### config.mk
export PLATFORM = sky130hd
export DESIGN_NAME = ack_retry_tracker_flat
export DESIGN_NICKNAME = d
export VERILOG_FILES = /design/src/hw/rtl/art_pkg.sv /design/src/hw/rtl/art_if.sv /design/src/hw/rtl/art_ctrl.sv /design/src/hw/rtl/art_dp.sv /design/src/hw/rtl/ack_retry_tracker.sv /design/src/flat_wrapper.sv
export SDC_FILE = /design/constraint.sdc
export NUM_CORES = 1
export LEC_CHECK = 0
export ABC_AREA = 1
export BUFFER_PORTS_ARGS = -buffer_cell sky130_fd_sc_hd__buf_2
export CAP_MARGIN = 0
export CORE_MARGIN = 3
export CORE_UTILIZATION = 55
export DETAILED_ROUTE_END_ITERATION = 8
export GPL_TIMING_DRIVEN = 1
export PLACE_DENSITY = 0.8
export SYNTH_ARGS = -nofsm -noshare
export SYNTH_HDL_FRONTEND = slang
export SYNTH_SLANG_ARGS = --single-unit
### constraint.sdc
create_clock -name clk -period 18.7 [get_ports clk]
set_clock_uncertainty 0.1 [all_clocks]
set_input_delay 3.74 -clock clk [delete_from_list [all_inputs] [get_ports clk]]
set_output_delay 3.74 -clock clk [all_outputs]
set_load 0.02 [all_outputs]
### src/hw/rtl/art_pkg.sv
// ----------------------------------------------------------------------------
// art_pkg
// Shared types and constants of the pending-acknowledgement tracker: field
// widths, operation and event codes, register indexes and reset values.
// ----------------------------------------------------------------------------
package art_pkg;

	// Field widths
	localparam int FUNC_W    = 2;
	localparam int MSG_ID_W  = 16;
	localparam int PEER_W    = 56;
	localparam int TIME_W    = 32;
	localparam int EVENT_W   = 3;
	localparam int SLOT_W    = 3;
	localparam int RETRY_W   = 4;
	localparam int TIMEOUT_W = 20;

	// Configuration port
	localparam int CFG_IDX_W  = 2;
	localparam int CFG_DATA_W = 20;

	localparam logic [CFG_IDX_W-1:0] CFG_ACK_TIMEOUT = 2'd0;
	localparam logic [CFG_IDX_W-1:0] CFG_RETRY_LIMIT = 2'd1;

	localparam logic [TIMEOUT_W-1:0] ACK_TIMEOUT_RST = 20'd1200;
	localparam logic [RETRY_W-1:0]   RETRY_LIMIT_RST = 4'd3;

	// Operation codes of an input item
	localparam logic [FUNC_W-1:0] FN_ADD  = 2'd0;
	localparam logic [FUNC_W-1:0] FN_ACK  = 2'd1;
	localparam logic [FUNC_W-1:0] FN_SCAN = 2'd2;

	// Result event codes
	typedef enum logic [EVENT_W-1:0] {
		EV_ADDED    = 3'd0,
		EV_FULL     = 3'd1,
		EV_ACK_OK   = 3'd2,
		EV_ACK_NONE = 3'd3,
		EV_RETRY    = 3'd4,
		EV_FAIL     = 3'd5,
		EV_DONE     = 3'd6
	} event_t;

	// Controller to datapath commands
	typedef struct packed {
		logic   req_ld;     // latch the accepted request
		logic   idx_clr;    // rewind the slot walk
		logic   idx_inc;    // advance the slot walk
		logic   emit;       // load the result register
		logic   last;       // final result of this item
		event_t ev;         // event reported
		logic   add_wr;     // store request into first free slot
		logic   slot_free;  // free the walked slot
		logic   slot_retry; // bump retries and restamp walked slot
	} art_cmd_t;

	// Datapath to controller status
	typedef struct packed {
		logic any_free;  // at least one free slot
		logic hit;       // walked slot matches the ack request
		logic expired;   // walked slot is valid and timed out
		logic at_limit;  // walked slot has used all retries
		logic idx_last;  // walk is at the final slot
		logic out_free;  // result register can take a new result
	} art_sts_t;

endpackage

### src/hw/rtl/art_if.sv
// ----------------------------------------------------------------------------
// art_if
// Channel interfaces of the tracker: request, result and configuration
// write, each with valid/ready handshake.
// ----------------------------------------------------------------------------
interface art_req_if import art_pkg::*; ();
	logic                valid;
	logic                ready;
	logic [FUNC_W-1:0]   func;
	logic [MSG_ID_W-1:0] msg_id;
	logic [PEER_W-1:0]   peer_call;
	logic [TIME_W-1:0]   now_ms;

	modport source (output valid, func, msg_id, peer_call, now_ms, input ready);
	modport sink (input valid, func, msg_id, peer_call, now_ms, output ready);
endinterface

interface art_rsp_if import art_pkg::*; ();
	logic                valid;
	logic                ready;
	logic [EVENT_W-1:0]  event_res;
	logic [SLOT_W-1:0]   slot;
	logic [MSG_ID_W-1:0] msg_id_out;
	logic [PEER_W-1:0]   peer_out;
	logic [RETRY_W-1:0]  retry_count;
	logic                last;

	modport source (output valid, event_res, slot, msg_id_out, peer_out, retry_count, last,
		input ready);
	modport sink (input valid, event_res, slot, msg_id_out, peer_out, retry_count, last,
		output ready);
endinterface

interface art_cfg_if import art_pkg::*; ();
	logic                  valid;
	logic                  ready;
	logic [CFG_IDX_W-1:0]  index;
	logic [CFG_DATA_W-1:0] data;

	modport source (output valid, index, data, input ready);
	modport sink (input valid, index, data, output ready);
endinterface

### src/hw/rtl/art_ctrl.sv
// ----------------------------------------------------------------------------
// art_ctrl
// Sequencer of the tracker: accepts one item, walks the slot table for
// ack and scan, and issues store and emit commands to the datapath.
// ----------------------------------------------------------------------------
module art_ctrl import art_pkg::*; (
	input  logic              clk,
	input  logic              arst_n,
	input  logic              req_valid,
	input  logic [FUNC_W-1:0] req_func,
	output logic              req_ready,
	input  art_sts_t          sts,
	output art_cmd_t          cmd
);

	typedef enum logic [2:0] {
		ST_IDLE,
		ST_ADD,
		ST_ACK,
		ST_SCAN,
		ST_DONE
	} state_t;

	state_t state_q;
	state_t state_d;

	assign req_ready = (state_q == ST_IDLE);

	// Decode commands and next state
	always_comb begin
		cmd     = '0;
		cmd.ev  = EV_DONE;
		state_d = state_q;
		unique case (state_q)
			ST_IDLE: begin
				cmd.idx_clr = 1'b1;
				if (req_valid) begin
					cmd.req_ld = 1'b1;
					case (req_func)
						FN_ADD:  state_d = ST_ADD;
						FN_ACK:  state_d = ST_ACK;
						FN_SCAN: state_d = ST_SCAN;
						default: state_d = ST_IDLE;
					endcase
				end
			end
			ST_ADD: begin
				if (sts.out_free) begin
					cmd.emit   = 1'b1;
					cmd.last   = 1'b1;
					cmd.ev     = sts.any_free ? EV_ADDED : EV_FULL;
					cmd.add_wr = sts.any_free;
					state_d    = ST_IDLE;
				end
			end
			ST_ACK: begin
				if (sts.hit) begin
					if (sts.out_free) begin
						cmd.emit      = 1'b1;
						cmd.last      = 1'b1;
						cmd.ev        = EV_ACK_OK;
						cmd.slot_free = 1'b1;
						state_d       = ST_IDLE;
					end
				end else if (sts.idx_last) begin
					if (sts.out_free) begin
						cmd.emit = 1'b1;
						cmd.last = 1'b1;
						cmd.ev   = EV_ACK_NONE;
						state_d  = ST_IDLE;
					end
				end else begin
					cmd.idx_inc = 1'b1;
				end
			end
			ST_SCAN: begin
				if (sts.expired) begin
					if (sts.out_free) begin
						cmd.emit       = 1'b1;
						cmd.ev         = sts.at_limit ? EV_FAIL : EV_RETRY;
						cmd.slot_free  = sts.at_limit;
						cmd.slot_retry = !sts.at_limit;
						cmd.idx_inc    = !sts.idx_last;
						if (sts.idx_last) begin
							state_d = ST_DONE;
						end
					end
				end else begin
					cmd.idx_inc = !sts.idx_last;
					if (sts.idx_last) begin
						state_d = ST_DONE;
					end
				end
			end
			ST_DONE: begin
				if (sts.out_free) begin
					cmd.emit = 1'b1;
					cmd.last = 1'b1;
					cmd.ev   = EV_DONE;
					state_d  = ST_IDLE;
				end
			end
			default: state_d = ST_IDLE;
		endcase
	end

	// Hold state
	always_ff @(posedge clk or negedge arst_n) begin
		if (!arst_n) begin
			state_q <= ST_IDLE;
		end else begin
			state_q <= state_d;
		end
	end

	// A final result always returns the sequencer to idle
	a_last_to_idle: assert property (@(posedge clk) disable iff (!arst_n)
		(cmd.emit && cmd.last) |=> (state_q == ST_IDLE))
		else $error("final result did not end the item");

endmodule

### src/hw/rtl/art_dp.sv
// ----------------------------------------------------------------------------
// art_dp
// Datapath of the tracker: request latch, configuration registers, slot
// table with its walk index, expiry and match logic, result register.
// ----------------------------------------------------------------------------
module art_dp import art_pkg::*; #(
	parameter int SLOTS = 8
) (
	input  logic                  clk,
	input  logic                  arst_n,
	// request payload
	input  logic [MSG_ID_W-1:0]   req_msg_id,
	input  logic [PEER_W-1:0]     req_peer_call,
	input  logic [TIME_W-1:0]     req_now_ms,
	// configuration write
	input  logic                  cfg_valid,
	output logic                  cfg_ready,
	input  logic [CFG_IDX_W-1:0]  cfg_index,
	input  logic [CFG_DATA_W-1:0] cfg_data,
	// result channel
	output logic                  rsp_valid,
	input  logic                  rsp_ready,
	output logic [EVENT_W-1:0]    rsp_event_res,
	output logic [SLOT_W-1:0]     rsp_slot,
	output logic [MSG_ID_W-1:0]   rsp_msg_id_out,
	output logic [PEER_W-1:0]     rsp_peer_out,
	output logic [RETRY_W-1:0]    rsp_retry_count,
	output logic                  rsp_last,
	// control
	input  art_cmd_t              cmd,
	output art_sts_t              sts
);

	localparam int IW = (SLOTS > 1) ? $clog2(SLOTS) : 1;
	localparam logic [IW-1:0] IDX_LAST = IW'(SLOTS - 1);

	// configuration
	logic [TIMEOUT_W-1:0] ack_timeout_q;
	logic [RETRY_W-1:0]   retry_limit_q;

	// request latch
	logic [MSG_ID_W-1:0] id_q;
	logic [PEER_W-1:0]   peer_q;
	logic [TIME_W-1:0]   now_q;

	// slot table
	logic [SLOTS-1:0]    valid_q;
	logic [MSG_ID_W-1:0] tab_id_q    [SLOTS];
	logic [PEER_W-1:0]   tab_peer_q  [SLOTS];
	logic [TIME_W-1:0]   tab_stamp_q [SLOTS];
	logic [RETRY_W-1:0]  tab_retry_q [SLOTS];

	logic [IW-1:0] idx_q;

	// result register
	logic                out_valid_q;
	event_t              out_ev_q;
	logic [SLOT_W-1:0]   out_slot_q;
	logic [MSG_ID_W-1:0] out_id_q;
	logic [PEER_W-1:0]   out_peer_q;
	logic [RETRY_W-1:0]  out_retry_q;
	logic                out_last_q;

	// walked slot view
	logic [MSG_ID_W-1:0] cur_id;
	logic [PEER_W-1:0]   cur_peer;
	logic [TIME_W-1:0]   cur_age;
	logic [RETRY_W-1:0]  cur_retry;
	logic [RETRY_W-1:0]  cur_retry_inc;
	logic [IW-1:0]       free_idx;
	logic [IW+2:0]       idx_ext;
	logic [IW+2:0]       free_ext;
	logic [SLOT_W-1:0]   nxt_slot;
	logic [MSG_ID_W-1:0] nxt_id;
	logic [PEER_W-1:0]   nxt_peer;
	logic [RETRY_W-1:0]  nxt_retry;

	assign cfg_ready = 1'b1;

	// Write configuration registers
	always_ff @(posedge clk or negedge arst_n) begin
		if (!arst_n) begin
			ack_timeout_q <= ACK_TIMEOUT_RST;
			retry_limit_q <= RETRY_LIMIT_RST;
		end else if (cfg_valid) begin
			unique case (cfg_index)
				CFG_ACK_TIMEOUT: ack_timeout_q <= cfg_data;
				CFG_RETRY_LIMIT: retry_limit_q <= cfg_data[RETRY_W-1:0];
				default: ;
			endcase
		end
	end

	// Latch the accepted request
	always_ff @(posedge clk) begin
		if (cmd.req_ld) begin
			id_q   <= req_msg_id;
			peer_q <= req_peer_call;
			now_q  <= req_now_ms;
		end
	end

	// Read the walked slot
	assign cur_id        = tab_id_q[idx_q];
	assign cur_peer      = tab_peer_q[idx_q];
	assign cur_age       = now_q - tab_stamp_q[idx_q];
	assign cur_retry     = tab_retry_q[idx_q];
	assign cur_retry_inc = cur_retry + 1'b1;

	// Find the lowest free slot
	always_comb begin
		free_idx = '0;
		for (int i = SLOTS - 1; i >= 0; i--) begin
			if (!valid_q[i]) begin
				free_idx = IW'(i);
			end
		end
	end

	assign sts.any_free = ~&valid_q;
	assign sts.hit      = valid_q[idx_q] && (cur_id == id_q) && (cur_peer == peer_q);
	assign sts.expired  = valid_q[idx_q] && (cur_age >= TIME_W'(ack_timeout_q));
	assign sts.at_limit = (cur_retry >= retry_limit_q);
	assign sts.idx_last = (idx_q == IDX_LAST);
	assign sts.out_free = !out_valid_q || rsp_ready;

	// Advance the slot walk
	always_ff @(posedge clk or negedge arst_n) begin
		if (!arst_n) begin
			idx_q <= '0;
		end else if (cmd.idx_clr) begin
			idx_q <= '0;
		end else if (cmd.idx_inc) begin
			idx_q <= idx_q + 1'b1;
		end
	end

	// Set and drop slot valid bits
	always_ff @(posedge clk or negedge arst_n) begin
		if (!arst_n) begin
			valid_q <= '0;
		end else if (cmd.add_wr) begin
			valid_q[free_idx] <= 1'b1;
		end else if (cmd.slot_free) begin
			valid_q[idx_q] <= 1'b0;
		end
	end

	// Store slot contents
	always_ff @(posedge clk) begin
		if (cmd.add_wr) begin
			tab_id_q[free_idx]    <= id_q;
			tab_peer_q[free_idx]  <= peer_q;
			tab_stamp_q[free_idx] <= now_q;
			tab_retry_q[free_idx] <= '0;
		end else if (cmd.slot_retry) begin
			tab_stamp_q[idx_q] <= now_q;
			tab_retry_q[idx_q] <= cur_retry_inc;
		end
	end

	// Select the result payload
	assign idx_ext  = (IW + 3)'(idx_q);
	assign free_ext = (IW + 3)'(free_idx);

	always_comb begin
		nxt_slot  = '0;
		nxt_id    = id_q;
		nxt_peer  = peer_q;
		nxt_retry = '0;
		case (cmd.ev)
			EV_ADDED: nxt_slot = free_ext[SLOT_W-1:0];
			EV_ACK_OK: begin
				nxt_slot  = idx_ext[SLOT_W-1:0];
				nxt_retry = cur_retry;
			end
			EV_RETRY: begin
				nxt_slot  = idx_ext[SLOT_W-1:0];
				nxt_id    = cur_id;
				nxt_peer  = cur_peer;
				nxt_retry = cur_retry_inc;
			end
			EV_FAIL: begin
				nxt_slot  = idx_ext[SLOT_W-1:0];
				nxt_id    = cur_id;
				nxt_peer  = cur_peer;
				nxt_retry = cur_retry;
			end
			EV_DONE: begin
				nxt_id   = '0;
				nxt_peer = '0;
			end
			default: ;
		endcase
	end

	// Hold the result until taken
	always_ff @(posedge clk or negedge arst_n) begin
		if (!arst_n) begin
			out_valid_q <= 1'b0;
		end else if (cmd.emit) begin
			out_valid_q <= 1'b1;
		end else if (rsp_ready) begin
			out_valid_q <= 1'b0;
		end
	end

	always_ff @(posedge clk) begin
		if (cmd.emit) begin
			out_ev_q    <= cmd.ev;
			out_slot_q  <= nxt_slot;
			out_id_q    <= nxt_id;
			out_peer_q  <= nxt_peer;
			out_retry_q <= nxt_retry;
			out_last_q  <= cmd.last;
		end
	end

	assign rsp_valid       = out_valid_q;
	assign rsp_event_res   = out_ev_q;
	assign rsp_slot        = out_slot_q;
	assign rsp_msg_id_out  = out_id_q;
	assign rsp_peer_out    = out_peer_q;
	assign rsp_retry_count = out_retry_q;
	assign rsp_last        = out_last_q;

	// A new result never overwrites one still waiting
	a_no_overwrite: assert property (@(posedge clk) disable iff (!arst_n)
		cmd.emit |-> (!out_valid_q || rsp_ready))
		else $error("result register overwritten");

	// An add occupies exactly one more slot
	a_add_fills: assert property (@(posedge clk) disable iff (!arst_n)
		cmd.add_wr |=> ($countones(valid_q) == $past($countones(valid_q)) + 1))
		else $error("add did not occupy one slot");

	// A freed slot is no longer valid
	a_free_clears: assert property (@(posedge clk) disable iff (!arst_n)
		(cmd.slot_free && !cmd.add_wr) |=> !valid_q[$past(idx_q)])
		else $error("freed slot still valid");

endmodule

### src/hw/rtl/ack_retry_tracker.sv
// ----------------------------------------------------------------------------
// ack_retry_tracker
// Table of pending acknowledgements with retry timing.
// ----------------------------------------------------------------------------
// Usage:
//   req  : one item per operation: func (add, ack, scan), msg_id, peer_call,
//          now_ms. Taken when req.valid and req.ready are high.
//   rsp  : result items (event_res, slot, msg_id_out, peer_out, retry_count,
//          last). An add or ack gives one result, a scan gives one result
//          per expired slot plus a closing scan-done result; last marks the
//          final result of the item. An unused func code gives no result.
//   cfg  : register writes (0 ack_timeout, 1 retry_limit), always ready;
//          write only while no item is in progress.
// Timing: an add gives its result from its own state, an ack walks the slot table up
//   to a hit or the final slot, a scan walks every slot and then closes; the next item is
//   taken the cycle after the final result is loaded. The walk moves over the slot
//   table one slot per cycle through its single read port, unless a result is not taken.
// Reset: all slots free, ack_timeout 1200 ms, retry_limit 3; no clearing pass.
// Stall: a result waits in the output register; while it is not taken the
//   walk holds at the slot that produced the next result.
// ----------------------------------------------------------------------------
module ack_retry_tracker import art_pkg::*; #(
	parameter int SLOTS = 8
) (
	input  logic       clk,
	input  logic       arst_n,
	art_req_if.sink    req,
	art_rsp_if.source  rsp,
	art_cfg_if.sink    cfg
);

	art_cmd_t cmd;
	art_sts_t sts;

	// Sequencer
	art_ctrl u_ctrl (
		.clk       (clk),
		.arst_n    (arst_n),
		.req_valid (req.valid),
		.req_func  (req.func),
		.req_ready (req.ready),
		.sts       (sts),
		.cmd       (cmd)
	);

	// Slot table and result register
	art_dp #(
		.SLOTS (SLOTS)
	) u_dp (
		.clk             (clk),
		.arst_n          (arst_n),
		.req_msg_id      (req.msg_id),
		.req_peer_call   (req.peer_call),
		.req_now_ms      (req.now_ms),
		.cfg_valid       (cfg.valid),
		.cfg_ready       (cfg.ready),
		.cfg_index       (cfg.index),
		.cfg_data        (cfg.data),
		.rsp_valid       (rsp.valid),
		.rsp_ready       (rsp.ready),
		.rsp_event_res   (rsp.event_res),
		.rsp_slot        (rsp.slot),
		.rsp_msg_id_out  (rsp.msg_id_out),
		.rsp_peer_out    (rsp.peer_out),
		.rsp_retry_count (rsp.retry_count),
		.rsp_last        (rsp.last),
		.cmd             (cmd),
		.sts             (sts)
	);

endmodule

### src/flat_wrapper.sv
// flat-port wrapper written by rule: the top's interface ports become plain ports
module ack_retry_tracker_flat import art_pkg::*;
#(
	parameter int SLOTS = 8
)
  (clk, arst_n, req_valid, req_func, req_msg_id, req_peer_call, req_now_ms, req_ready, rsp_valid, rsp_event_res, rsp_slot, rsp_msg_id_out, rsp_peer_out, rsp_retry_count, rsp_last, rsp_ready, cfg_valid, cfg_index, cfg_data, cfg_ready);
  art_req_if req_i ();
  art_rsp_if rsp_i ();
  art_cfg_if cfg_i ();
  input  logic clk;
  input  logic arst_n;
  input wire logic [$bits(req_i.valid)-1:0] req_valid;
  input wire logic [$bits(req_i.func)-1:0] req_func;
  input wire logic [$bits(req_i.msg_id)-1:0] req_msg_id;
  input wire logic [$bits(req_i.peer_call)-1:0] req_peer_call;
  input wire logic [$bits(req_i.now_ms)-1:0] req_now_ms;
  output wire logic [$bits(req_i.ready)-1:0] req_ready;
  output wire logic [$bits(rsp_i.valid)-1:0] rsp_valid;
  output wire logic [$bits(rsp_i.event_res)-1:0] rsp_event_res;
  output wire logic [$bits(rsp_i.slot)-1:0] rsp_slot;
  output wire logic [$bits(rsp_i.msg_id_out)-1:0] rsp_msg_id_out;
  output wire logic [$bits(rsp_i.peer_out)-1:0] rsp_peer_out;
  output wire logic [$bits(rsp_i.retry_count)-1:0] rsp_retry_count;
  output wire logic [$bits(rsp_i.last)-1:0] rsp_last;
  input wire logic [$bits(rsp_i.ready)-1:0] rsp_ready;
  input wire logic [$bits(cfg_i.valid)-1:0] cfg_valid;
  input wire logic [$bits(cfg_i.index)-1:0] cfg_index;
  input wire logic [$bits(cfg_i.data)-1:0] cfg_data;
  output wire logic [$bits(cfg_i.ready)-1:0] cfg_ready;
  assign req_i.valid = req_valid;
  assign req_i.func = req_func;
  assign req_i.msg_id = req_msg_id;
  assign req_i.peer_call = req_peer_call;
  assign req_i.now_ms = req_now_ms;
  assign req_ready = req_i.ready;
  assign rsp_valid = rsp_i.valid;
  assign rsp_event_res = rsp_i.event_res;
  assign rsp_slot = rsp_i.slot;
  assign rsp_msg_id_out = rsp_i.msg_id_out;
  assign rsp_peer_out = rsp_i.peer_out;
  assign rsp_retry_count = rsp_i.retry_count;
  assign rsp_last = rsp_i.last;
  assign rsp_i.ready = rsp_ready;
  assign cfg_i.valid = cfg_valid;
  assign cfg_i.index = cfg_index;
  assign cfg_i.data = cfg_data;
  assign cfg_ready = cfg_i.ready;
  ack_retry_tracker #(.SLOTS(SLOTS)) u_core (.clk(clk), .arst_n(arst_n), .req(req_i), .rsp(rsp_i), .cfg(cfg_i));
endmodule
=== Word-level counts from Yosys, hierarchy flattened ===
Memory sizes are Yosys's and may differ from the RTL's.
Cells that the tools add are included.

* Add/subtract/negate cells: 3
* Order comparisons: 6
* Equal/unequal tests: 17
* Mux-type cells: 72
* Bitwise operators: 3
* Reductions and logical operators: 27

{| class="wikitable"
|+ Operators with widths
! cell !! count
|-
| $pmux W56 S2 || 1
|-
| $mux W3 || 19
|-
| $eq A56 B56 Y1 || 1
|-
| $ge A32 B20 Y1 || 1
|-
| $mux W32 || 1
|-
| $pmux W16 S2 || 1
|-
| $reduce_or A32 Y1 || 1
|-
| $sub A32 B32 Y32 || 1
|-
| $mux W5 || 5
|-
| $pmux W3 S4 || 2
|-
| $mux W1 || 23
|-
| $eq A16 B16 Y1 || 1
|-
| $mux W8 || 2
|-
| $eq A3 B3 Y1 const B || 5
|-
| $mux W2 || 6
|-
| $eq A3 B2 Y1 const B || 3
|-
| $and A8 B8 Y8 || 1
|-
| $lt A3 B4 Y1 const B || 2
|-
| $not A8 Y8 || 1
|-
| $or A8 B8 Y8 || 1
|-
| $pmux W4 S2 || 1
|-
| $reduce_and A8 Y1 || 1
|-
| $demux W1 S3 || 2
|-
| $ge A3 B1 Y1 const B || 2
|-
| other kinds (28) || 44
|}

* Flip-flop bits (word level): 226
* Memory bits (writable): 864
* Input bits: 133
* Output and inout bits: 86
* Logic and storage cells: 147
* Memories: 4

{| class="wikitable"
|+ Memory list
! memory !! depth !! bits a word !! rd ports !! clocked after memory_dff !! wr ports !! RTL line !! RTL
|-
| u_core.u_dp.tab_peer_q || 8 || 56 || 1 || 0 || 1 || art_dp.sv:49 || <nowiki>logic [PEER_W-1:0] tab_peer_q [SLOTS];</nowiki>
|-
| u_core.u_dp.tab_stamp_q || 8 || 32 || 1 || 0 || 1 || art_dp.sv:50 || <nowiki>logic [TIME_W-1:0] tab_stamp_q [SLOTS];</nowiki>
|-
| u_core.u_dp.tab_id_q || 8 || 16 || 1 || 0 || 1 || art_dp.sv:48 || <nowiki>logic [MSG_ID_W-1:0] tab_id_q [SLOTS];</nowiki>
|-
| u_core.u_dp.tab_retry_q || 8 || 4 || 1 || 0 || 1 || art_dp.sv:51 || <nowiki>logic [RETRY_W-1:0] tab_retry_q [SLOTS];</nowiki>
|}

=== Depth between registers and ports, before layout ===
Gate-level depths: netlist of the first run.

* Word-level depth: 14
* Depth in mapped cells: 41

=== Cells and area by module ===
Synthesis of the first run repeated with hierarchy kept, for this count alone.

* Cells, all modules: 4112
* Area total of the unflattened synthesis: 46336.9 um^2

{| class="wikitable"
|+ Modules (own cells, without submodules)
! module !! instances !! cells an instance !! area an instance (um^2) !! seq. area each (um^2)
|-
| art_dp || 1 || 4042 || 45934.1 || 32468.6
|-
| art_ctrl || 1 || 70 || 402.9 || 75.1
|}

=== Worst setup path before layout of the first run ===
No wires, ideal clock.

* Path kind: input to register
* Start: input port rsp_ready
* End: memory u_core.u_dp.tab_id_q[3][0], enable pin
* Setup time: 679 ps
* Arrival: 11244 ps
* Data required time: 17921 ps
* Setup slack: 6676 ps
* Stages: 5
* Path buffers: 1
* Path through: nor2_1 -> nor2_1 -> nand2_1 -> clkbuf_1 -> nor4_1

* Longest elaborated chain between the ends: 5

{| class="wikitable"
|+ Ends and longest elaborated chain
! item !! RTL line !! RTL
|-
| start, declared || flat_wrapper.sv:25 || <nowiki>input wire logic [$bits(rsp_i.ready)-1:0] rsp_ready;</nowiki>
|-
| $logic_or A1 B1 Y1 || art_dp.sv:125 || <nowiki>assign sts.out_free = !out_valid_q || rsp_ready;</nowiki>
|-
| $mux W6 || art_ctrl.sv:48 || <nowiki>if (sts.out_free) begin</nowiki>
|-
| $mux W1 || art_ctrl.sv:34 || <nowiki>unique case (state_q)</nowiki>
|-
| $mux W1 || art_dp.sv:151 || <nowiki>if (cmd.add_wr) begin</nowiki>
|-
| $mux W1 (implied by the code) || art_dp.sv:152 || <nowiki>tab_id_q[free_idx] <= id_q;</nowiki>
|-
| end, declared || art_dp.sv:48 ||
|}

No other way between the ends.

=== Worst setup path after layout of the first run ===
* Start: register u_core.u_dp.idx_q[1]
* End: memory u_core.u_dp.tab_stamp_q[0][18], enable pin

* Longest elaborated chain between the ends: 11
* Elaborated cells on any way between the ends: 18
* Classes of those cells: 1 x add/sub; 2 x order compare; 10 x mux; 3 x reduce/logical; 2 x memory

{| class="wikitable"
|+ Ends and longest elaborated chain
! item !! RTL line !! RTL
|-
| start, declared || art_dp.sv:53 || <nowiki>logic [IW-1:0] idx_q;</nowiki>
|-
| start signal, assigned || art_dp.sv:134 || <nowiki>idx_q <= idx_q + 1'b1;</nowiki>
|-
| $mem_v2 Z8 W32 / $mem_v2 Z8 W4 (equally long branches) || n/a ||
|-
| $sub A32 B32 Y32 / $ge A4 B4 Y1 (equally long branches) || art_dp.sv:106, art_dp.sv:123 ||
|-
| $ge A32 B20 Y1 / $logic_not A1 Y1 (equally long branches) || art_dp.sv:122, art_ctrl.sv:82 ||
|-
| $logic_and A1 B1 Y1 / $mux W2 (equally long branches) || art_dp.sv:122, art_ctrl.sv:78 ||
|-
| $mux W2 || art_ctrl.sv:77 || <nowiki>if (sts.expired) begin</nowiki>
|-
| $mux W1 || art_ctrl.sv:34 ||
|-
| $mux W1 || art_dp.sv:156 || <nowiki>end else if (cmd.slot_retry) begin</nowiki>
|-
| $mux W1 || art_dp.sv:151 ||
|-
| $mux W1 (implied by the code) || art_dp.sv:157 || <nowiki>tab_stamp_q[idx_q] <= now_q;</nowiki>
|-
| $reduce_or A32 Y1 (no source line) || n/a ||
|-
| $mux W3 (no source line) / $mux W1 (equally long branches) || n/a ||
|-
| end, declared || art_dp.sv:50 ||
|}

Several ways; a longest one is shown, not always the timed one. The select of a mux whose other input is x is not followed.

==> impl_metrics.sql, run 1 <==
INSERT INTO impl_metrics (metric_group, metric, value, unit) VALUES
('outcome', 'result_of_the_run', 'completed', ''),
('final_layout', 'utilization', '62.3', '%'),
('setup_path', 'slowest_delay', '720', 'ps'),
('synth', 'syn_area_per_cell', '10.4', 'um2'),
('floorplanning', 'core_region_area', '0.0854', 'mm2'),
('floorplanning', 'pin_count', '219', ''),
('cts', 'clock_sinks', '1090', ''),
('timing', 'max-slew-margin-rel', '19.1', '%'),
('setup_path', 'path_buf_inv', '6', ''),
('synth', 'number_of_warnings_issued_by_yosys', '0', ''),
('timing', 'timing.setup.tns', '0', 'ps'),
('floorplanning', 'fp.dieW', '300', 'um'),
('timing', 'setup_viol_count_final', '0', ''),
('pwr', 'pwr_density_cell', '157', 'mW/mm2'),
('timing', 'finalCritPeriodShare', '45.8', '%'),
('floorplanning', 'dieHeight', '300', 'um'),
('place', 'detailedPlacementHpwl', '78800', 'um'),
('routing', 'drt-initial-drc-count', '4674', ''),
('setup_path', 'crit_path_max_fanout', '47', ''),
('final_layout', 'finish.net_count', '4976', ''),
('cts', 'numCtsBuffers', '107', ''),
('synth', 'synth_seq_area_share', '68.4', '%'),
('setup_path', 'crit_path_top_cell_by_count', 'nand2_1', ''),
('final_layout', 'area_of_the_multi_input_gates', '0.0132', 'mm2'),
('synth', 'synth_top_cell_area_share', '66.4', '%'),
('routing', 'total_via_count_in_the_routed_design', '34400', ''),
('cts', 'clkLatencyLatePin', '700', 'ps'),
('synth', 'synth_nets', '4778', ''),
('timing', 'final_period_minus_worst_setup_slack', '8570', 'ps'),
('setup_path', 'critPathSlowestCell', 'inv_1', ''),
('place', 'routabilityCongestion', '0.966', ''),
('cts', 'clk_pin_slew', '60', 'ps'),
('final_layout', 'drive_above_1_share', '9.26', '%'),
('final_layout', 'areaGrowthSynthToFinish', '11.8', '%'),
('synth', 'syn-instance-count', '4582', ''),
('synth', 'postSynth.asyncResetShare', '3.58', '%'),
('cts', 'ctsHoldBuffers', '0', ''),
('final_layout', 'layout.filler_cells', '6392', ''),
('routing', 'routed_wl', '129000', 'um'),
('global_route', 'grt_start_max_net_pins', '115', ''),
('routing', 'antenna_violating_nets_post_route', '0', ''),
('final_layout', 'antenna_cells', '0', ''),
('timing', 'hold_viol', '0', ''),
('cts', 'post_cts_resized', '0', ''),
('global_route', 'groute.usage.overall', '28.3', '%'),
('place', 'numPortBuffers', '217', ''),
('cts', 'cts_buffer_depth', '3', ''),
('timing', 'slew_violations', '0', ''),
('global_route', 'first_global_vias', '33000', ''),
('final_layout', 'seqCellArea', '0.0326', 'mm2'),
('floorplanning', 'initial_utilization', '55.7', '%'),
('pwr', 'p_leak', '22.5', 'nW'),
('cts', 'tritoncts', 'done', ''),
('global_route', 'antenna_found_initial', '2', ''),
('cts', 'ctsHtreeMaxLevel', '3', ''),
('synth', 'yosys_most_used_dff', 'edfxtp_1', ''),
('synth', 'synth_area_leader_cell', 'edfxtp_1', ''),
('routing', 'drt_first_pass_iters', '6', ''),
('floorplanning', 'die_area', '0.0900', 'mm2'),
('cts', 'post-cts-setup-buffers', '0', ''),
('synth', 'synth.cell_area', '0.0476', 'mm2'),
('synth', 'synth.top_cells.by_area', 'edfxtp_1, nand2_1, inv_1', ''),
('floorplanning', 'row_count', '107', ''),
('setup_path', 'family_with_the_most_delay_on_the_worst_path', 'simple AND/OR/NAND/NOR gates', ''),
('setup_path', 'critical_path_arrival', '8820', 'ps'),
('cts', 'cts_root_buf', 'clkbuf_16', ''),
('timing', 'worst_pin_slew', '1210', 'ps'),
('run', 'max_capacitance_violation_count', '0', ''),
('synth', 'synth_seq_cells', '1090', ''),
('timing', 'timing.fmax', '117', 'MHz'),
('routing', 'drc', '0', ''),
('global_route', 'overflow', '0', ''),
('min_path', 'worst_hold_path_type', 'flip-flop to flip-flop', ''),
('routing', 'post_drt_via_cell_ratio', '5.71', ''),
('setup_path', 'worstSetupStartpointType', 'flip-flop', ''),
('global_route', 'global_route_wire_length_before_repair', '194000', 'um'),
('setup_path', 'endpoint_kind', 'flip-flop', ''),
('setup_path', 'path_class', 'flip-flop to flip-flop', ''),
('routing', 'wire_per_inst', '21.4', 'um'),
('setup_path', 'timing.critical_path.required', '18950', 'ps'),
('synth', 'netlist-cell-type-count', '40', ''),
('timing', 'grt_setup_unrepaired', 'no', ''),
('synth', 'synth_enable_flop_cells', '1051', ''),
('pwr', 'worst_ir_drop_vdd', '0.103', 'mV');
==> worst paths after layout <==
check / cells past startpoint / start / slack [ps] / endpoint
max in group asynchronous: 2 / arst_n / 15040 / u_core.u_dp.idx_q[1]
worst max-delay path: 34 / u_core.u_dp.idx_q[1] / 10130 / u_core.u_dp.tab_stamp_q[0][18]
min in group asynchronous: 2 / arst_n / 3030 / u_core.u_dp.ack_timeout_q[16]
worst max register to register: 34 / u_core.u_dp.idx_q[1] / 10130 / u_core.u_dp.tab_stamp_q[0][18]
worst min register to register: 2 / u_core.u_dp.ack_timeout_q[1] / 390 / u_core.u_dp.ack_timeout_q[1]
worst min-delay path: 2 / u_core.u_dp.ack_timeout_q[1] / 390 / u_core.u_dp.ack_timeout_q[1]
==> cell usage after synthesis, types with 2 or more instances <==
cell type	number
nand4_1	63
xnor2_1	5
nor2_1	189
nand2_1	2306
nand3b_1	6
buf_2	74
a22o_1	28
xor2_1	16
inv_1	300
o21bai_1	5
o21ai_0	44
a21oi_1	56
ha_1	62
buf_4	11
inv_2	5
dfstp_2	6
o21ai_1	6
buf_1	31
a31oi_1	3
nor4_1	6
clkbuf_1	39
buf_6	12
nand3_1	131
a21o_1	2
a22oi_1	36
a221oi_1	31
edfxtp_1	1051
dfrtp_1	33
nor3_1	12
o31ai_1	3
==> power by group <==
part	switching, mW	internal, mW
clock	0.928	1.22
combinational	2.12	0.821
sequential	0.238	3.04
total	3.29	5.08
==> tightest hold or removal path, cell delays in order, from the launching register on <==
cell,delay [ps]
dfrtp_1,350
nand2_1,50
o21ai_0,60
==> sequential cells by signal, indices dropped and copies added (netlist names), 8 cells and up <==
register,cells
u_core.u_dp.tab_peer_q,448
u_core.u_dp.tab_stamp_q,256
u_core.u_dp.tab_id_q,128
u_core.u_dp.peer_q,56
u_core.u_dp.rsp_peer_out,56
u_core.u_dp.now_q,32
u_core.u_dp.tab_retry_q,32
u_core.u_dp.ack_timeout_q,20
u_core.u_dp.id_q,16
u_core.u_dp.rsp_msg_id_out,16
u_core.u_dp.valid_q,8
==> metal layers <==
layer  vias to the layer above  wire (um)  track usage (%)
li1                      15600          -                -
met1                     16000      48100             38.5
met2                      2331      58300             43.6
met3                       385      16800             7.29
met4                         4       5670             12.2
met5                         -         18                0
==> per-stage QoR <==
| stage | hold slack (ps) | cell area [um2] | total power, mW | cells | worst slack (ps) |
|---|---|---|---|---|---|
| finish | 388 | 53200 | 8.37 | 6014 | 10130 |
| global route | 417 | 53200 | 8.81 | 6014 | 9530 |
| CTS | 391 | 53200 | 8.31 | 6014 | 10270 |
| detailed placement | 375 | 49700 | 6.16 | 5815 | 10310 |
| global placement | 367 | 49700 | 6.09 | 5815 | 10630 |
| floorplan | 353 | 47600 | 5.22 | 4582 | 6680 |
==> logic make-up after synthesis <==
| logic type | Yosys count | share of synthesized area (%) |
|---|---|---|
| xor gates and xnor gates | 21 | 0.387 |
| buffers and inverters | 472 | 4.20 |
| and+or+nand+nor | 2719 | 22.3 |
| DFF | 1090 | 68.4 |
| AOI/OAI and AO/OA | 216 | 3.00 |
| other | 1 | 0.00788 |
| adders and majority gates | 63 | 1.67 |
==> layout make-up <==
type | count | area share, %
clock inverters | 74 | 1.35
multi-input cells | 3020 | 24.8
repair buffers | 256 | 2.59
inverters | 305 | 2.17
well taps | 1144 | 2.69
clock buffers | 125 | 5.20
flip-flops and latches | 1090 | 61.2
==> layout by cell type, fill, tap and decap left out, drive strengths merged, types with 2 or more instances in the layout <==
cell	n
a22oi	36
inv	313
nand4	64
xnor2	5
nand3b	6
a31oi	3
nor2	189
clkbuf	125
o31ai	3
clkinv	51
dfrtp	33
a21oi	56
ha	62
a221oi	31
o21ai	50
dfstp	6
o21bai	5
bufinv	11
nor4	6
xor2	16
a21o	2
nor3	13
nand3	132
buf	256
a22o	28
clkinvlp	4
nand2	2306
edfxtp	1051
Note: power is estimated with default switching activity, not from simulation.
==> run 2, diff against run 1 <==
Settings changed: ABC_AREA 1 to 0.
Clock period 18.7 ns to 8.3 ns, I/O delays scaled along.
==> impl_metrics.sql, run 2 <==
INSERT INTO impl_metrics (metric_group, metric, value, unit) VALUES
('timing', 'post-route-worst-setup-slack', '497', 'ps'),
('cts', 'tritoncts', 'done', ''),
('synth', 'synthTopCellsByCount', 'edfxtp_1, nand2_1, mux2i_1', ''),
('floorplanning', 'fp.dieW', '290', 'um'),
('setup_path', 'timing.reg2reg.worst_path_depth', '25', ''),
('timing', 'final_period_minus_worst_setup_slack', '7800', 'ps'),
('synth', 'synth.cell_area', '0.0443', 'mm2'),
('pwr', 'power_frac_clock', '24.4', '%'),
('pwr', 'comb_power_share', '37.1', '%'),
('pwr', 'worst_ir_drop_vdd', '0.325', 'mV'),
('global_route', 'first_global_vias', '27000', ''),
('synth', 'yosys_most_used_dff', 'edfxtp_1', ''),
('floorplanning', 'pin_count', '219', ''),
('final_layout', 'stdcell_count', '4101', ''),
('final_layout', 'drive_above_1_share', '21.0', '%'),
('floorplanning', 'dieHeight', '290', 'um'),
('final_layout', 'area_of_the_multi_input_gates', '0.0111', 'mm2'),
('floorplanning', 'die_area', '0.0840', 'mm2'),
('synth', 'synth_mux_area_share', '7.13', '%'),
('final_layout', 'layout.filler_cells', '5384', ''),
('synth', 'synth-compound-area-share', '9.31', '%'),
('setup_path', 'regToRegStartpoint', 'u_core.u_dp.idx_q[1]', ''),
('final_layout', 'antenna_cells', '0', ''),
('synth', 'syn_area_per_cell', '16.6', 'um2'),
('final_layout', 'final_cell_mix', 'edfxtp_1, buf_2, nand2_1, mux2i_1, o21ai_0', ''),
('outcome', 'result_of_the_run', 'completed', ''),
('timing', 'timing.fmax', '128', 'MHz'),
('synth', 'synth_enable_flop_cells', '1051', ''),
('synth', 'postSynth.asyncResetShare', '3.58', '%'),
('place', 'pre_cts_ws', '384', 'ps'),
('final_layout', 'reg_top3', 'u_core.u_dp.tab_peer_q: 448 flops, u_core.u_dp.tab_stamp_q: 256 flops, u_core.u_dp.tab_id_q: 128 flops', ''),
('synth', 'synth_top_cell_area_share', '71.2', '%'),
('floorplanning', 'row_count', '103', ''),
('setup_path', 'crit_path_max_fanout', '36', ''),
('synth', 'synth_area_leader_cell', 'edfxtp_1', ''),
('timing', 'worst_pin_slew', '1120', 'ps'),
('global_route', 'groute.usage.overall', '27.6', '%'),
('routing', 'drc', '0', ''),
('cts', 'numCtsBuffers', '103', ''),
('synth', 'synth_top_family_by_area', 'compound AO/OA/AOI/OAI gates', ''),
('global_route', 'grt_start_max_net_pins', '148', ''),
('timing', 'setup_viol_count_final', '0', ''),
('place', 'detailedPlacementHpwl', '73900', 'um'),
('place', 'place.detailed.instances', '3908', ''),
('timing', 'timing.setup.tns', '0', 'ps'),
('place', 'placement.cell_area', '0.0472', 'mm2'),
('synth', 'synth.top_cells.by_area', 'edfxtp_1, mux2i_1, mux4_2', ''),
('final_layout', 'finish.net_count', '3162', ''),
('setup_path', 'timing.critical_path.required', '8600', 'ps'),
('cts', 'clkLatencyLatePin', '700', 'ps'),
('final_layout', 'largest_register_ff_count', '448', ''),
('synth', 'number_of_warnings_issued_by_yosys', '0', ''),
('min_path', 'worstHoldPathCells', '1', ''),
('setup_path', 'critical_path_arrival', '8110', 'ps'),
('pwr', 'p_leak', '17.1', 'nW'),
('cts', 'cts_buffer_depth', '3', ''),
('synth', 'syn-instance-count', '2671', ''),
('synth', 'synth-simple-area-share', '4.79', '%'),
('global_route', 'overflow', '0', ''),
('cts', 'ctsHoldBuffers', '0', ''),
('synth', 'synth_most_common_cell', 'edfxtp_1', ''),
('cts', 'ctsHtreeMaxLevel', '3', ''),
('timing', 'max-slew-margin-rel', '25.3', '%'),
('routing', 'routed_wl', '119000', 'um'),
('global_route', 'global_route_wire_length_before_repair', '174000', 'um'),
('cts', 'cts_root_buf', 'clkbuf_16', ''),
('pwr', 'pwr_density_cell', '380', 'mW/mm2'),
('routing', 'total_via_count_in_the_routed_design', '26800', ''),
('synth', 'synth-xor-area-share', '1.54', '%'),
('synth', 'synth_seq_area_share', '73.4', '%'),
('final_layout', 'final_cell_area', '0.0507', 'mm2'),
('pwr', 'internal_power', '12.2', 'mW'),
('setup_path', 'ff2ff_setup_slack', '500', 'ps'),
('pwr', 'net-switching-power', '7.08', 'mW'),
('min_path', 'holdCritStartpoint', 'u_core.u_dp.retry_limit_q[3]', ''),
('pwr', 'overall_power_after_layout', '19.3', 'mW'),
('run', 'max_capacitance_violation_count', '0', ''),
('timing', 'grt_setup_unrepaired', 'no', ''),
('final_layout', 'seqCellArea', '0.0326', 'mm2'),
('routing', 'drt_first_pass_iters', '6', ''),
('pwr', 'power.switching_fraction', '36.7', '%'),
('synth', 'synth_nets', '2867', ''),
('timing', 'finalCritPeriodShare', '94.0', '%'),
('synth', 'synth_seq_cells', '1090', ''),
('min_path', 'worstHoldEndpoint', 'u_core.u_dp.retry_limit_q[3]', ''),
('final_layout', 'final_common_cell', 'edfxtp_1', ''),
('synth', 'post_synth_fa_ha_maj_area_fraction', '1.80', '%'),
('cts', 'clock_sinks', '1090', ''),
('place', 'routabilityCongestion', '0.929', ''),
('routing', 'antenna_violating_nets_post_route', '0', ''),
('timing', 'slew_violations', '0', ''),
('global_route', 'antenna_found_initial', '0', ''),
('pwr', 'seq_power_share', '38.6', '%'),
('setup_path', 'path_class', 'flip-flop to flip-flop', ''),
('routing', 'post_drt_via_cell_ratio', '6.54', ''),
('timing', 'hold_viol', '0', ''),
('floorplanning', 'core_region_area', '0.0794', 'mm2'),
('cts', 'clk_pin_slew', '60', 'ps'),
('place', 'numPortBuffers', '217', ''),
('synth', 'netlist-cell-type-count', '89', ''),
('final_layout', 'top_register', 'u_core.u_dp.tab_peer_q', ''),
('routing', 'wire_per_inst', '29.0', 'um'),
('setup_path', 'endpoint_kind', 'flip-flop', ''),
('setup_path', 'crit-reg2reg-capture', 'u_core.u_dp.rsp_peer_out[17]', ''),
('routing', 'drt-initial-drc-count', '3574', ''),
('setup_path', 'worstSetupStartpointType', 'flip-flop', ''),
('floorplanning', 'initial_utilization', '55.8', '%'),
('min_path', 'worst_hold_path_type', 'flip-flop to flip-flop', ''),
('final_layout', 'areaGrowthSynthToFinish', '14.3', '%');
[run 2: cell count changes after synthesis, sizes merged, moves of 54 or more]
cell / delta
o21ai: +76
inv: -252
nand3: -107
mux4: +54
mux2: +58
nand2: -2161
nor2: -106
mux2i: +129
[run 2: cell families (layout without fill, tap and decap cells)]
family          count (synthesis)  in the layout
mux                           241            241
fa+ha+maj                      63             63
xor+xnor                       78             78
simple gates                  423            423
compound gates                589            589
flops                        1090           1090
other cells                     1              1
buf+inv                       186            566
[run 2: through the flow]
| stage | util (%) | hold WS [ps] |
|---|---|---|
| floorplan | - | 379 |
| global placement | 59.5 | 403 |
| detailed placement | 59.5 | 402 |
| CTS | 63.8 | 418 |
| global route | 63.8 | 438 |
| finish | 63.8 | 422 |
[run 2: worst max-delay path by stage]
stage / start / endpoint / slack [ps] / cells past startpoint
after floorplan: u_core.u_dp.idx_q[1] / u_core.u_dp.tab_retry_q[0][0] / 100 / 31
after global placement: u_core.u_dp.idx_q[2] / u_core.u_dp.tab_stamp_q[6][26] / 550 / 26
after detailed placement: u_core.u_dp.idx_q[2] / u_core.u_dp.tab_stamp_q[6][27] / 380 / 26
after CTS: u_core.u_dp.idx_q[1] / u_core.u_dp.tab_stamp_q[6][14] / 340 / 26
after global routing: u_core.u_dp.idx_q[1] / u_core.u_dp.tab_stamp_q[0][14] / 60 / 27
final: u_core.u_dp.idx_q[1] / u_core.u_dp.rsp_peer_out[17] / 500 / 25
[run 2: repair_timing]
item                                    4_1_cts  5_1_grt
gates resized for setup                       0        1
setup buffers                                 0        3
endpoints found under the setup margin        0      326
[run 2: cell type report]
class                      instances  share of cell area, %
inverter                          54                  0.400
tap                             1050                   2.59
sequential                      1090                   64.3
multi-input combinational       1395                   21.9
clock buffer                     142                   5.54
timing repair buffer             322                   4.16
clock inverter                    48                   1.18
[run 2: per-layer routing]
| layer | vias up | GRT usage, % | share of wire [%] |
|---|---|---|---|
| li1 | 11300 | - | - |
| met1 | 13500 | 35.7 | 36 |
| met2 | 1765 | 46.0 | 50 |
| met3 | 313 | 5.52 | 9.8 |
| met4 | 0 | 11.6 | 4.3 |
| met5 | - | 0 | 0 |
[run 2: critical path, cell delays in order, from the launching register on]
cell	delay, ps
dfrtp_4	610
and3b_1	560
a22oi_1	180
and4_1	320
ha_1	290
nor2b_1	150
o2111a_1	270
o21ai_0	280
nand3b_1	220
a21oi_1	200
o21bai_1	110
a21o_1	180
a21oi_1	170
xnor2_1	150
ha_1	280
a21oi_1	140
a21oi_1	80
a2111oi_0	380
o2111ai_1	220
or4_1	560
or4_4	560
a2111oi_4	370
buf_4	230
or2_2	350
nand2_4	230
buf_12	280
[run 2: power groups by stage]
stage / logic (mW) / clock network, mW / registers, mW
detailed placement: 6.91 / 0 / 7.55
global placement: 6.78 / 0 / 7.51
finish: 7.14 / 4.69 / 7.43
global route: 7.62 / 4.95 / 7.47
floorplan: 4.57 / 0 / 7.44
CTS: 6.99 / 4.74 / 7.44
